File: config.mk
export PLATFORM = sky130hd
export DESIGN_NAME = text_binary_sniffer
export DESIGN_NICKNAME = d
export VERILOG_FILES = /design/src/hw/rtl/tbs_pkg.sv /design/src/hw/rtl/tbs_accum.sv /design/src/hw/rtl/tbs_verdict.sv /design/src/hw/rtl/tbs_fifo.sv /design/src/hw/rtl/text_binary_sniffer.sv
export VERILOG_INCLUDE_DIRS = /design/src /design/src/hw/rtl
export SDC_FILE = /design/constraint.sdc
export NUM_CORES = 1
export LEC_CHECK = 0
export ABC_AREA = 1
export BUFFER_PORTS_ARGS = -buffer_cell sky130_fd_sc_hd__buf_2
export CAP_MARGIN = 20
export CORE_ASPECT_RATIO = 1.25
export CORE_MARGIN = 1.5
export CORE_UTILIZATION = 58
export DETAILED_ROUTE_END_ITERATION = 10
export PLACE_DENSITY = 0.77
export SYNTH_ARGS = -nofsm -noshare
export SYNTH_HDL_FRONTEND = slang
export SYNTH_SLANG_ARGS = --single-unit
export TNS_END_PERCENT = 100
File: constraint.sdc
create_clock -name clk -period 4.6 [get_ports clk]
set_clock_uncertainty 0.05 [all_clocks]
set_input_delay 0.23 -clock clk [delete_from_list [all_inputs] [get_ports clk]]
set_output_delay 0.23 -clock clk [all_outputs]
set_load 0.02 [all_outputs]
File: src/hw/rtl/text_binary_sniffer_macros.svh
// ----------------------------------------------------------------------------
// text_binary_sniffer assertion macros
// shared property shorthands for the sniffer's concurrent checks
// ----------------------------------------------------------------------------
`ifndef TEXT_BINARY_SNIFFER_MACROS_SVH
`define TEXT_BINARY_SNIFFER_MACROS_SVH

// same-cycle implication
`define TBS_ASSERT_IMP(lbl, ante, cons) \
  lbl: assert property (@(posedge clk) disable iff (!rst_n) (ante) |-> (cons)) \
    else $error("text_binary_sniffer check failed");

// next-cycle implication
`define TBS_ASSERT_NXT(lbl, ante, cons) \
  lbl: assert property (@(posedge clk) disable iff (!rst_n) (ante) |=> (cons)) \
    else $error("text_binary_sniffer check failed");

`endif

File: src/hw/rtl/tbs_pkg.sv
// ----------------------------------------------------------------------------
// tbs_pkg
// types and constants shared by the text/binary sniffer modules
// ----------------------------------------------------------------------------
package tbs_pkg;

  localparam int FIFO_DEPTH = 4;
  localparam int PTR_W      = $clog2(FIFO_DEPTH);
  localparam int OCC_W      = $clog2(FIFO_DEPTH + 1);
  localparam int PCT_W      = 7;

  localparam logic [PCT_W-1:0] PCT_RESET = 7'd10;

  typedef enum logic [2:0] {
    REASON_EMPTY  = 3'd0,
    REASON_MARK   = 3'd1,
    REASON_NUL    = 3'd2,
    REASON_C0     = 3'd3,
    REASON_UTF8   = 3'd4,
    REASON_LATIN1 = 3'd5,
    REASON_C1     = 3'd6
  } reason_t;

  typedef struct packed {
    logic empty;
    logic mark;
    logic nul;
    logic broken;
  } snap_flags_t;

  typedef struct packed {
    logic    looks_text;
    logic    utf8_clean;
    reason_t reason;
  } result_t;

endpackage

File: src/hw/rtl/tbs_accum.sv
// ----------------------------------------------------------------------------
// tbs_accum
// per-byte counters, mark capture and utf-8 decoder state; snapshots the
// sample summary on the request that ends a sample
// ----------------------------------------------------------------------------
module tbs_accum
  import tbs_pkg::*;
#(
  parameter longint unsigned MAX_SAMPLE_BYTES = 65535,
  parameter int              CNT_W            = 16
) (
  input  logic             clk,
  input  logic             rst_n,
  input  logic             take,
  input  logic [7:0]       data_byte,
  input  logic             last_byte,
  input  logic             empty_sample,
  output logic             snap_valid,
  output logic [CNT_W-1:0] snap_bytes,
  output logic [CNT_W-1:0] snap_c0,
  output logic [CNT_W-1:0] snap_c1,
  output snap_flags_t      snap_flags
);

  localparam logic [CNT_W-1:0] CNT_MAX = CNT_W'(MAX_SAMPLE_BYTES);

  typedef enum logic [2:0] {
    BND_PLAIN = 3'd0,
    BND_A0_BF = 3'd1,
    BND_80_9F = 3'd2,
    BND_90_BF = 3'd3,
    BND_80_8F = 3'd4
  } bound_t;

  logic [23:0]      lead_r, lead_nxt;
  logic [CNT_W-1:0] bc_r, bc_nxt;
  logic [CNT_W-1:0] c0_r, c0_nxt;
  logic [CNT_W-1:0] c1_r, c1_nxt;
  logic             nul_r, nul_nxt;
  logic [1:0]       owed_r, owed_nxt;
  bound_t           bnd_r, bnd_nxt;
  logic             broken_r, broken_nxt;

  logic             snap_valid_r;
  logic [CNT_W-1:0] snap_bytes_r, snap_c0_r, snap_c1_r;
  snap_flags_t      snap_flags_r, flags_nxt;

  logic             is_nul, is_c0, is_c1, ends;
  logic [7:0]       lo, hi;

  assign is_nul = (data_byte == 8'h00);
  assign is_c0  = !is_nul && (data_byte < 8'h20) && (data_byte != 8'h09) &&
                  (data_byte != 8'h0a) && (data_byte != 8'h0d) && (data_byte != 8'h0c);
  assign is_c1  = (data_byte >= 8'h80) && (data_byte <= 8'h9f);
  assign ends   = last_byte || empty_sample;

  always_comb begin
    lead_nxt   = lead_r;
    bc_nxt     = bc_r;
    c0_nxt     = c0_r;
    c1_nxt     = c1_r;
    nul_nxt    = nul_r;
    owed_nxt   = owed_r;
    bnd_nxt    = bnd_r;
    broken_nxt = broken_r;
    lo         = 8'h80;
    hi         = 8'hbf;
    unique case (bnd_r)
      BND_A0_BF: lo = 8'ha0;
      BND_80_9F: hi = 8'h9f;
      BND_90_BF: lo = 8'h90;
      BND_80_8F: hi = 8'h8f;
      default:   ;
    endcase
    if (!empty_sample) begin
      if (bc_r < CNT_W'(3)) begin
        case (bc_r[1:0])
          2'd0:    lead_nxt[7:0]   = data_byte;
          2'd1:    lead_nxt[15:8]  = data_byte;
          2'd2:    lead_nxt[23:16] = data_byte;
          default: ;
        endcase
      end
      bc_nxt = (bc_r == CNT_MAX) ? bc_r : bc_r + 1'b1;
      if (is_nul) begin
        nul_nxt = 1'b1;
      end else if (is_c0) begin
        c0_nxt = (c0_r == CNT_MAX) ? c0_r : c0_r + 1'b1;
      end else if (is_c1) begin
        c1_nxt = (c1_r == CNT_MAX) ? c1_r : c1_r + 1'b1;
      end
      if (!broken_r) begin
        if (owed_r != 2'd0) begin
          if (data_byte < lo || data_byte > hi) begin
            broken_nxt = 1'b1;
          end else begin
            owed_nxt = owed_r - 2'd1;
            bnd_nxt  = BND_PLAIN;
          end
        end else begin
          bnd_nxt = BND_PLAIN;
          if (data_byte < 8'h80) begin
            owed_nxt = 2'd0;
          end else if (data_byte >= 8'hc2 && data_byte <= 8'hdf) begin
            owed_nxt = 2'd1;
          end else if (data_byte >= 8'he0 && data_byte <= 8'hef) begin
            owed_nxt = 2'd2;
            if (data_byte == 8'he0) begin
              bnd_nxt = BND_A0_BF;
            end else if (data_byte == 8'hed) begin
              bnd_nxt = BND_80_9F;
            end
          end else if (data_byte >= 8'hf0 && data_byte <= 8'hf4) begin
            owed_nxt = 2'd3;
            if (data_byte == 8'hf0) begin
              bnd_nxt = BND_90_BF;
            end else if (data_byte == 8'hf4) begin
              bnd_nxt = BND_80_8F;
            end
          end else begin
            broken_nxt = 1'b1;
          end
        end
      end
    end
    flags_nxt.empty  = (bc_nxt == '0);
    flags_nxt.mark   = ((bc_nxt >= CNT_W'(3)) && (lead_nxt == 24'hbfbbef)) ||
                       ((bc_nxt >= CNT_W'(2)) &&
                        ((lead_nxt[15:0] == 16'hfeff) || (lead_nxt[15:0] == 16'hfffe)));
    flags_nxt.nul    = nul_nxt;
    flags_nxt.broken = broken_nxt;
  end

  always_ff @(posedge clk) begin
    if (!rst_n) begin
      lead_r       <= '0;
      bc_r         <= '0;
      c0_r         <= '0;
      c1_r         <= '0;
      nul_r        <= 1'b0;
      owed_r       <= 2'd0;
      bnd_r        <= BND_PLAIN;
      broken_r     <= 1'b0;
      snap_valid_r <= 1'b0;
    end else begin
      snap_valid_r <= take && ends;
      if (take) begin
        if (ends) begin
          lead_r   <= '0;
          bc_r     <= '0;
          c0_r     <= '0;
          c1_r     <= '0;
          nul_r    <= 1'b0;
          owed_r   <= 2'd0;
          bnd_r    <= BND_PLAIN;
          broken_r <= 1'b0;
        end else begin
          lead_r   <= lead_nxt;
          bc_r     <= bc_nxt;
          c0_r     <= c0_nxt;
          c1_r     <= c1_nxt;
          nul_r    <= nul_nxt;
          owed_r   <= owed_nxt;
          bnd_r    <= bnd_nxt;
          broken_r <= broken_nxt;
        end
      end
    end
  end

  // summary payload
  always_ff @(posedge clk) begin
    if (take && ends) begin
      snap_bytes_r <= bc_nxt;
      snap_c0_r    <= c0_nxt;
      snap_c1_r    <= c1_nxt;
      snap_flags_r <= flags_nxt;
    end
  end

  assign snap_valid = snap_valid_r;
  assign snap_bytes = snap_bytes_r;
  assign snap_c0    = snap_c0_r;
  assign snap_c1    = snap_c1_r;
  assign snap_flags = snap_flags_r;

endmodule

File: src/hw/rtl/tbs_verdict.sv
// ----------------------------------------------------------------------------
// tbs_verdict
// scales the counts, compares the control shares and picks the verdict
// ----------------------------------------------------------------------------
module tbs_verdict
  import tbs_pkg::*;
#(
  parameter int CNT_W = 16
) (
  input  logic             clk,
  input  logic             rst_n,
  input  logic             snap_valid,
  input  logic [CNT_W-1:0] snap_bytes,
  input  logic [CNT_W-1:0] snap_c0,
  input  logic [CNT_W-1:0] snap_c1,
  input  snap_flags_t      snap_flags,
  input  logic [PCT_W-1:0] control_pct,
  output logic             res_valid,
  output result_t          res
);

  localparam int PW = CNT_W + PCT_W;

  logic          a_valid_r;
  logic [PW-1:0] tot_r, c0x_r, c1x_r;
  snap_flags_t   flags_r;
  logic [PW-1:0] c0_w, c1_w;
  logic          c0_over, c1_over;

  assign c0_w = PW'(snap_c0);
  assign c1_w = PW'(snap_c1);

  // count * 100 as shifts
  always_ff @(posedge clk) begin
    if (!rst_n) begin
      a_valid_r <= 1'b0;
    end else begin
      a_valid_r <= snap_valid;
    end
  end

  always_ff @(posedge clk) begin
    if (snap_valid) begin
      tot_r   <= PW'(snap_bytes) * PW'(control_pct);
      c0x_r   <= (c0_w << 6) + (c0_w << 5) + (c0_w << 2);
      c1x_r   <= (c1_w << 6) + (c1_w << 5) + (c1_w << 2);
      flags_r <= snap_flags;
    end
  end

  assign c0_over = (c0x_r > tot_r);
  assign c1_over = (c1x_r > tot_r);

  always_comb begin
    res.utf8_clean = !flags_r.broken;
    if (flags_r.empty) begin
      res.looks_text = 1'b1;
      res.reason     = REASON_EMPTY;
    end else if (flags_r.mark) begin
      res.looks_text = 1'b1;
      res.reason     = REASON_MARK;
    end else if (flags_r.nul) begin
      res.looks_text = 1'b0;
      res.reason     = REASON_NUL;
    end else if (c0_over) begin
      res.looks_text = 1'b0;
      res.reason     = REASON_C0;
    end else if (!flags_r.broken) begin
      res.looks_text = 1'b1;
      res.reason     = REASON_UTF8;
    end else if (c1_over) begin
      res.looks_text = 1'b0;
      res.reason     = REASON_C1;
    end else begin
      res.looks_text = 1'b1;
      res.reason     = REASON_LATIN1;
    end
  end

  assign res_valid = a_valid_r;

endmodule

File: src/hw/rtl/tbs_fifo.sv
// ----------------------------------------------------------------------------
// tbs_fifo
// small verdict queue between the verdict logic and the result channel
// ----------------------------------------------------------------------------
module tbs_fifo
  import tbs_pkg::*;
(
  input  logic             clk,
  input  logic             rst_n,
  input  logic             push,
  input  result_t          push_data,
  input  logic             pop,
  output logic             not_empty,
  output result_t          head,
  output logic [OCC_W-1:0] count
);

  result_t          mem_r [FIFO_DEPTH];
  logic [PTR_W-1:0] wr_ptr_r, rd_ptr_r;
  logic [OCC_W-1:0] cnt_r;

  always_ff @(posedge clk) begin
    if (!rst_n) begin
      wr_ptr_r <= '0;
      rd_ptr_r <= '0;
      cnt_r    <= '0;
    end else begin
      if (push) begin
        wr_ptr_r <= wr_ptr_r + 1'b1;
      end
      if (pop) begin
        rd_ptr_r <= rd_ptr_r + 1'b1;
      end
      case ({push, pop})
        2'b10:   cnt_r <= cnt_r + 1'b1;
        2'b01:   cnt_r <= cnt_r - 1'b1;
        default: ;
      endcase
    end
  end

  always_ff @(posedge clk) begin
    if (push) begin
      mem_r[wr_ptr_r] <= push_data;
    end
  end

  assign not_empty = (cnt_r != '0);
  assign head      = mem_r[rd_ptr_r];
  assign count     = cnt_r;

endmodule

File: src/hw/rtl/text_binary_sniffer.sv
// ----------------------------------------------------------------------------
// text_binary_sniffer
// text versus binary detection of a byte sample with strict utf-8 checking
// ----------------------------------------------------------------------------
// Takes one sample byte per cycle and gives one verdict per sample. The
// verdict for a sample shows on the result channel after the request that
// ends it (last_byte or empty_sample) is accepted: the byte counters close
// into a snapshot, the control-share products are registered, and the
// verdict is picked into a four-entry result queue. The input keeps taking
// a byte every cycle as long as queued plus in-flight verdicts stay below
// four; the input stalls only while the result side holds verdicts back.
// control_percent may be rewritten only while no sample is in progress and
// no verdict is still being computed.
// ----------------------------------------------------------------------------
`include "text_binary_sniffer_macros.svh"

module text_binary_sniffer
  import tbs_pkg::*;
#(
  parameter longint unsigned MAX_SAMPLE_BYTES = 65535
) (
  input  logic             clk,
  input  logic             rst_n,
  input  logic             cfg_we,
  input  logic [PCT_W-1:0] cfg_wdata,
  input  logic             in_valid,
  output logic             in_ready,
  input  logic [7:0]       in_data_byte,
  input  logic             in_last_byte,
  input  logic             in_empty_sample,
  output logic             out_valid,
  input  logic             out_ready,
  output logic             out_looks_text,
  output logic             out_utf8_clean,
  output logic [2:0]       out_verdict_reason
);

  localparam int CNT_W = $clog2(MAX_SAMPLE_BYTES + 64'd1);

  logic [PCT_W-1:0] pct_r;
  logic             take;
  logic             snap_valid;
  logic [CNT_W-1:0] snap_bytes, snap_c0, snap_c1;
  snap_flags_t      snap_flags;
  logic             res_valid;
  result_t          res;
  logic             pop;
  result_t          head;
  logic [OCC_W-1:0] fifo_cnt;
  logic [OCC_W:0]   occ;
  logic             text_reason;

  always_ff @(posedge clk) begin
    if (!rst_n) begin
      pct_r <= PCT_RESET;
    end else if (cfg_we) begin
      pct_r <= cfg_wdata;
    end
  end

  // queued plus in-flight verdicts
  assign occ      = (OCC_W+1)'(fifo_cnt) + (OCC_W+1)'(snap_valid) + (OCC_W+1)'(res_valid);
  assign in_ready = (occ < (OCC_W+1)'(FIFO_DEPTH));
  assign take     = in_valid && in_ready;
  assign pop      = out_valid && out_ready;

  tbs_accum #(
    .MAX_SAMPLE_BYTES (MAX_SAMPLE_BYTES),
    .CNT_W            (CNT_W)
  ) u_accum (
    .clk          (clk),
    .rst_n        (rst_n),
    .take         (take),
    .data_byte    (in_data_byte),
    .last_byte    (in_last_byte),
    .empty_sample (in_empty_sample),
    .snap_valid   (snap_valid),
    .snap_bytes   (snap_bytes),
    .snap_c0      (snap_c0),
    .snap_c1      (snap_c1),
    .snap_flags   (snap_flags)
  );

  tbs_verdict #(
    .CNT_W (CNT_W)
  ) u_verdict (
    .clk         (clk),
    .rst_n       (rst_n),
    .snap_valid  (snap_valid),
    .snap_bytes  (snap_bytes),
    .snap_c0     (snap_c0),
    .snap_c1     (snap_c1),
    .snap_flags  (snap_flags),
    .control_pct (pct_r),
    .res_valid   (res_valid),
    .res         (res)
  );

  tbs_fifo u_fifo (
    .clk       (clk),
    .rst_n     (rst_n),
    .push      (res_valid),
    .push_data (res),
    .pop       (pop),
    .not_empty (out_valid),
    .head      (head),
    .count     (fifo_cnt)
  );

  assign out_looks_text     = head.looks_text;
  assign out_utf8_clean     = head.utf8_clean;
  assign out_verdict_reason = head.reason;

  // reasons that go with a text verdict
  assign text_reason = out_verdict_reason inside {REASON_EMPTY, REASON_MARK,
                                                  REASON_UTF8, REASON_LATIN1};

  `TBS_ASSERT_NXT(a_end_snaps, take && (in_last_byte || in_empty_sample), snap_valid)
  `TBS_ASSERT_IMP(a_no_overflow, fifo_cnt == OCC_W'(FIFO_DEPTH), !res_valid || pop)
  `TBS_ASSERT_IMP(a_text_vs_reason, out_valid, out_looks_text == text_reason)
  `TBS_ASSERT_IMP(a_utf8_reason_clean, out_valid && out_verdict_reason == REASON_UTF8, out_utf8_clean)

endmodule

* Yosys cells after proc, flatten, opt, wreduce, memory -nomap -nowiden *
Memories as Yosys holds them, arrays and structs flattened. A register that Yosys moved wholly into a read port is not among the register bits.
Cells that the tools add are included.

storage, ports and cells
  bits in registers = 220
  RAM bits = 20
  bits of input ports = 22
  output and inout port bits = 7
  word-level logic and storage cells = 189
  memories kept = 1

memories
  name          words  bits a word  read ports  clocked after Yosys merged registers in  wr ports  line            RTL
  u_fifo.mem_r  4      5            1           1                                        1         tbs_fifo.sv:18  result_t mem_r [FIFO_DEPTH];

cells by class
  add/subtract/negate cells = 14
  multipliers = 1
  magnitude comparators = 18
  eq/ne operators = 25
  multiplexer cells = 73
  reduce and logical (&&, ||, !) cells = 29

operator list
  kind                                                         count
  two-way mux 16 bit                                           14
  equality test 16 bit, second input constant                  5
  two-way mux 24 bit                                           3
  two-way mux 3 bit                                            17
  adder 16 x 1 -> 16 bit, second input constant                3
  adder 22 x 21 -> 23 bit                                      2
  adder 23 x 18 -> 23 bit                                      2
  greater-than comparator 23 bit                               2
  equality test 8 bit, second input constant                   4
  >= comparator 16 x 2 -> 1 bit, second input constant         2
  >= comparator 8 bit, second input constant                   4
  <= comparator 8 bit, second input constant                   4
  inequality test 8 x 4 -> 1 bit, second input constant        4
  two-way mux 2 bit                                            13
  equality test 24 bit, second input constant                  1
  two-way mux 8 bit                                            3
  case mux 6 bit (2 select lines)                              2
  multiplier 16 x 7 -> 23 bit                                  1
  two-way mux 1 bit                                            20
  logical NOT 16 bit                                           1
  less-than comparator 16 x 2 -> 1 bit, second input constant  1
  logical AND 1 bit                                            14
  greater-than comparator 8 bit                                1
  logical NOT 8 bit                                            1
  other kinds (27)                                             36

* Longest topological paths before layout *
  word-level depth = 11
  depth in mapped cells = 21
  gate-level depth less buffers = 20

* Modules after synthesis *
A second synthesis with hierarchy kept.

unflattened totals
  cells, all modules = 2202
  area total of the unflattened synthesis = 17705.7 µm²

modules (own cells, without submodules)
  module               instances  cells an instance  area each (µm²)  seq. area each (µm²)
  tbs_verdict          1          1074               9063.7           2092.0
  tbs_accum            1          983                7183.1           3163.0
  tbs_fifo             1          104                1173.6           780.7
  text_binary_sniffer  1          41                 285.3            140.1

* Least setup slack after synthesis *
OpenSTA, ideal clock, no wires.

  path kind = reg-to-reg
  start point = register pct_r[6]
  end point = register u_verdict.tot_r[18], data pin
  library setup time = 0.259 ns
  data arrival time = 4.300 ns
  required time = 4.291 ns
  setup slack = -0.009 ns
  cell stages (with the launch flop) = 21
  period minus slack after synthesis = 4.609 ns
  cell sequence = dfxtp_1 > clkbuf_1 > clkbuf_1 > nand2_1 > fa_1 > fa_1 > inv_1 > fa_1 > inv_1 > fa_1 > inv_1 > ha_1 > nand2_1 > inv_1 > nand3_1 > nor3_1 > a21oi_1 > o21bai_1 > nand2_1 > nand2_1 > xor2_1

on the way
  longest elaborated chain between the ends = 1

RTL lines
  item                         line                       RTL
  start: declaration           text_binary_sniffer.sv:40  logic [PCT_W-1:0] pct_r;
  start signal: assignment     text_binary_sniffer.sv:57  pct_r <= cfg_wdata;
  multiplier 16 x 7 -> 23 bit  tbs_verdict.sv:44          tot_r <= PW'(snap_bytes) * PW'(control_pct);
  end signal: assignment       tbs_verdict.sv:44
  end: declaration             tbs_verdict.sv:25          logic [PW-1:0] tot_r, c0x_r, c1x_r;

No other way between the ends.
A chain may end at the register's enable or synchronous reset.

* Final worst setup path *
  start point = register u_accum.snap_bytes_r[5] (netlist: u_accum.snap_bytes[5])
  end point = register u_verdict.tot_r[17], data pin

on the way
  longest elaborated chain between the ends = 1

RTL lines
  item                         line               RTL
  start: declaration           tbs_accum.sv:45    logic [CNT_W-1:0] snap_bytes_r, snap_c0_r, snap_c1_r;
  start signal: assignment     tbs_accum.sv:174   snap_bytes_r <= bc_nxt;
  multiplier 16 x 7 -> 23 bit  tbs_verdict.sv:44

No other way between the ends.

==> out/qor.csv <==
metric;value;unit
outcome;completed;
antenna_found_initial;0;
synthFlopType;edfxtp_1;
fin_crit_sh;97.42;%
cts.sinks;238;
drc;0;
synth_nets;2411;
synth_warnings;0;
yosys.area_share.simple;22.79;%
grt.met1_usage;32.05;%
worstMarginPinSlew;1.020;ns
synthArstFlopShare;0;%
busiest_layer;met2;
drt_wl_total;38.91;mm
die_y;197.7;um
synth_top_family_by_area;simple AND/OR/NAND/NOR gates;
min_path_type;primary input to register;
max-slew-margin-rel;31.87;%
num-fill-cells;2501;
path_class;register to register;
clk_pin_slew;0.06;ns
synth-edff-count;141;
setup_viol;0;
cp_data_required_time;4.82;ns
cp-start-kind;register;
fin_crit;4.481;ns
fin_tns_setup;0;ns
io_pins;29;
hold_ws;0.01678;ns
yosysUniqueCellTypes;53;
syn-instance-count;2154;
vias_per_cell;5.394;
r2r_cells;17;
r2r-start;u_accum.snap_bytes[5];
syn_area;0.01759;mm^2
fmax;223.1;MHz
grt_pass1_vias;13610;
clkLatencyLatePin;0.53;ns
cts_root_buf;clkbuf_16;
place_hpwl;29.42;mm
crit_start;u_accum.snap_bytes[5];
synth_top_area_share;24.07;%
cp_cell_sequence;buf_4, nand2_1, inv_1, fa_1, fa_1, fa_1, inv_1, fa_1, inv_1, ha_4, a21o_1, o21bai_1, nand2_1, nand2_1, a31oi_2, o21ai_1, xor2_1;
grt_overflow;0;
met3_usage;2.597;%
insertedDiodeCount;0;
portBuffers;28;
syn_area_per_cell;8.165;um^2
htreeDepth;1;
final_max_slew_viol_count;0;
max-clock-path-buffers;3;
cp.arrival;4.71;ns
vias;14140;
rsz0062_at_grt;yes;
p_leak;8.936;nW
die-area;0.03139;mm^2
synth_adder_area_share;20.82;%
grt_start_max_net_pins;75;
place.gp.congestion;0.9100;
syn2layout_area_growth;10.12;%
vdd_ir_drop_max;0.3057;mV
hold_viol;0;
yosys-top-cells-count;nand2_1 (593), inv_1 (319), a21oi_1 (160);
core-area;0.02994;mm^2
cp_max_fo;6;
layout.nets;2460;
maxCapViolations;0;
cp_common_cell;fa_1;
synth_top_area_cell;edfxtp_1;
yosysMostFrequentCell;nand2_1;
totalPowerFinal;6.662;mW
p_per_area;344.0;mW/mm^2
wl_per_cell;14.84;um
track_usage;25.05;%
fp.dieW;158.8;um
grt_pass1_wl;64.63;mm
slowest_stage;fa_1;
yosysSeqAreaShare;35.11;%
drive_gt1_share;8.600;%
ys_top_cells_by_area;edfxtp_1 (24%), nand2_1 (13%), dfxtp_1 (11%);
whs_path_depth;3;
cts_tree;yes;
synth.area.mux_share;0;%
start_util;58.75;%
drt_iter0_drc;880;
ys_seq_elements;238;
synth_compound_area_share;9.469;%
cp-end-kind;register;
firstDrtPassIters;5;
cts_buffers;24;
antenna_left;0;
met2_usage;44.74;%
worstHoldStart;cfg_we;
synthXorXnorAreaFrac;3.408;%
rows;71;
max_stage_delay;0.55;ns
## worst max-delay path: cells and delay by family (launching register included)
kind / cells / cell delay, ns
simple gates: 3 / 0.21
xor+xnor: 1 / 0.15
fa+ha+maj: 5 / 2.32
compound gates: 4 / 0.65
flops: 1 / 0.49
buf+inv: 4 / 0.35
## per-layer routing
metal,vias up,routed length (um)
met1,6658,16460
met3,66,1912
met2,347,19600
met4,0,940
met5,-,0
li1,7073,-
## where the power goes
| part | switching [mW] | total, mW | internal, mW |
|---|---|---|---|
| Clock | 0.827 | 2.04 | 1.21 |
| Combinational | 1.25 | 2.06 | 0.802 |
| Sequential | 0.104 | 2.57 | 2.46 |
| Total | 2.19 | 6.66 | 4.48 |
## layout by cell type (no fill, tap or decap), types with 5 or more instances in the layout
| cell type | count |
|---|---|
| nand4_1 | 33 |
| xnor2_1 | 23 |
| a21oi_2 | 8 |
| buf_4 | 36 |
| a21o_1 | 6 |
| nand3b_1 | 7 |
| ha_4 | 5 |
| o21bai_1 | 9 |
| clkbuf_1 | 6 |
| dfxtp_2 | 5 |
| a21oi_1 | 153 |
| inv_1 | 314 |
| nand2_2 | 6 |
| edfxtp_1 | 141 |
| o21ai_1 | 7 |
| dfxtp_1 | 90 |
| dlygate4sd3_1 | 11 |
| o22ai_1 | 5 |
| xor2_1 | 38 |
| buf_2 | 28 |
| o211ai_1 | 7 |
| nor3_1 | 16 |
| clkbuf_16 | 25 |
| nor2_4 | 10 |
| fa_1 | 96 |
| inv_2 | 10 |
| nand2_1 | 591 |
| nor2_1 | 127 |
| o21ai_2 | 6 |
| nor2_2 | 10 |
| a21boi_0 | 10 |
| a211oi_1 | 6 |
| ha_1 | 133 |
| nand3_1 | 105 |
| o21ai_0 | 71 |
## final timing paths
path	endpoint	slack, ns
worst max register to register	u_verdict.tot_r[17]	0.12
worst min-delay path	pct_r[4]	0.02
worst max-delay path	u_verdict.tot_r[17]	0.12
worst min register to register	u_verdict.flags_r[0]	0.37
## cells by family after synthesis
kind of cell,count (synthesis)
AO/OA/AOI/OAI,301
XOR/XNOR,65
buffers and inverters,381
flip-flops,238
AND/OR/NAND/NOR,934
adder cells (fa/ha/maj),235
## state kept, by name, indices dropped and copies added (netlist names), named ones only
| register | count |
|---|---|
| u_accum.snap_bytes | 16 |
| u_fifo.count | 3 |
| u_verdict.c1x_r | 21 |
| u_verdict.tot_r | 23 |
| u_accum.owed_r | 2 |
| u_accum.bc_r | 16 |
| u_accum.broken_r | 1 |
| u_fifo.mem_r | 20 |
| u_accum.bnd_r | 3 |
| u_accum.c0_r | 16 |
| u_accum.snap_valid | 1 |
| u_verdict.c0x_r | 21 |
| u_verdict.res_valid | 1 |
| u_accum.nul_r | 1 |
| u_fifo.wr_ptr_r | 2 |
| u_verdict.flags_r | 4 |
| u_accum.snap_flags | 4 |
| u_accum.snap_c0 | 16 |
| u_accum.snap_c1 | 16 |
| u_fifo.rd_ptr_r | 2 |
| u_accum.c1_r | 16 |
| pct_r | 7 |
| u_accum.lead_r | 24 |
## through the flow
step,cell area (um^2),std cells,worst slack [ns],utilization [%]
6_report,19370,2622,0.1186,64.69
5_1_grt,19370,2622,-0.02087,64.69
4_1_cts,19120,2609,0.02626,63.87
3_5_place_dp,18170,2554,-0.1369,60.70
3_3_place_gp,18170,2554,-0.03110,60.70
2_1_floorplan,17590,2154,0.01819,-
## what timing repair did
item,CTS,global route
hold buffers,11,0
gates cloned,0,0
buffers inserted,0,12
pin swaps,0,10
setup endpoints to repair,8,12
gates resized for setup,6,32
hold endpoints to repair,8,0
## final cells by class
type | count | area (um^2) | area share [%]
Multi-Input combinational cell | 1535 | 10060 | 51.93
Sequential cell | 238 | 6190 | 31.96
Clock inverter | 11 | 155.1 | 0.8011
Inverter | 326 | 1224 | 6.318
Timing Repair Buffer | 78 | 563.0 | 2.907
Tap cell | 401 | 501.7 | 2.591
Clock buffer | 33 | 675.6 | 3.489
No activity file was read; power rests on OpenSTA's default activity.
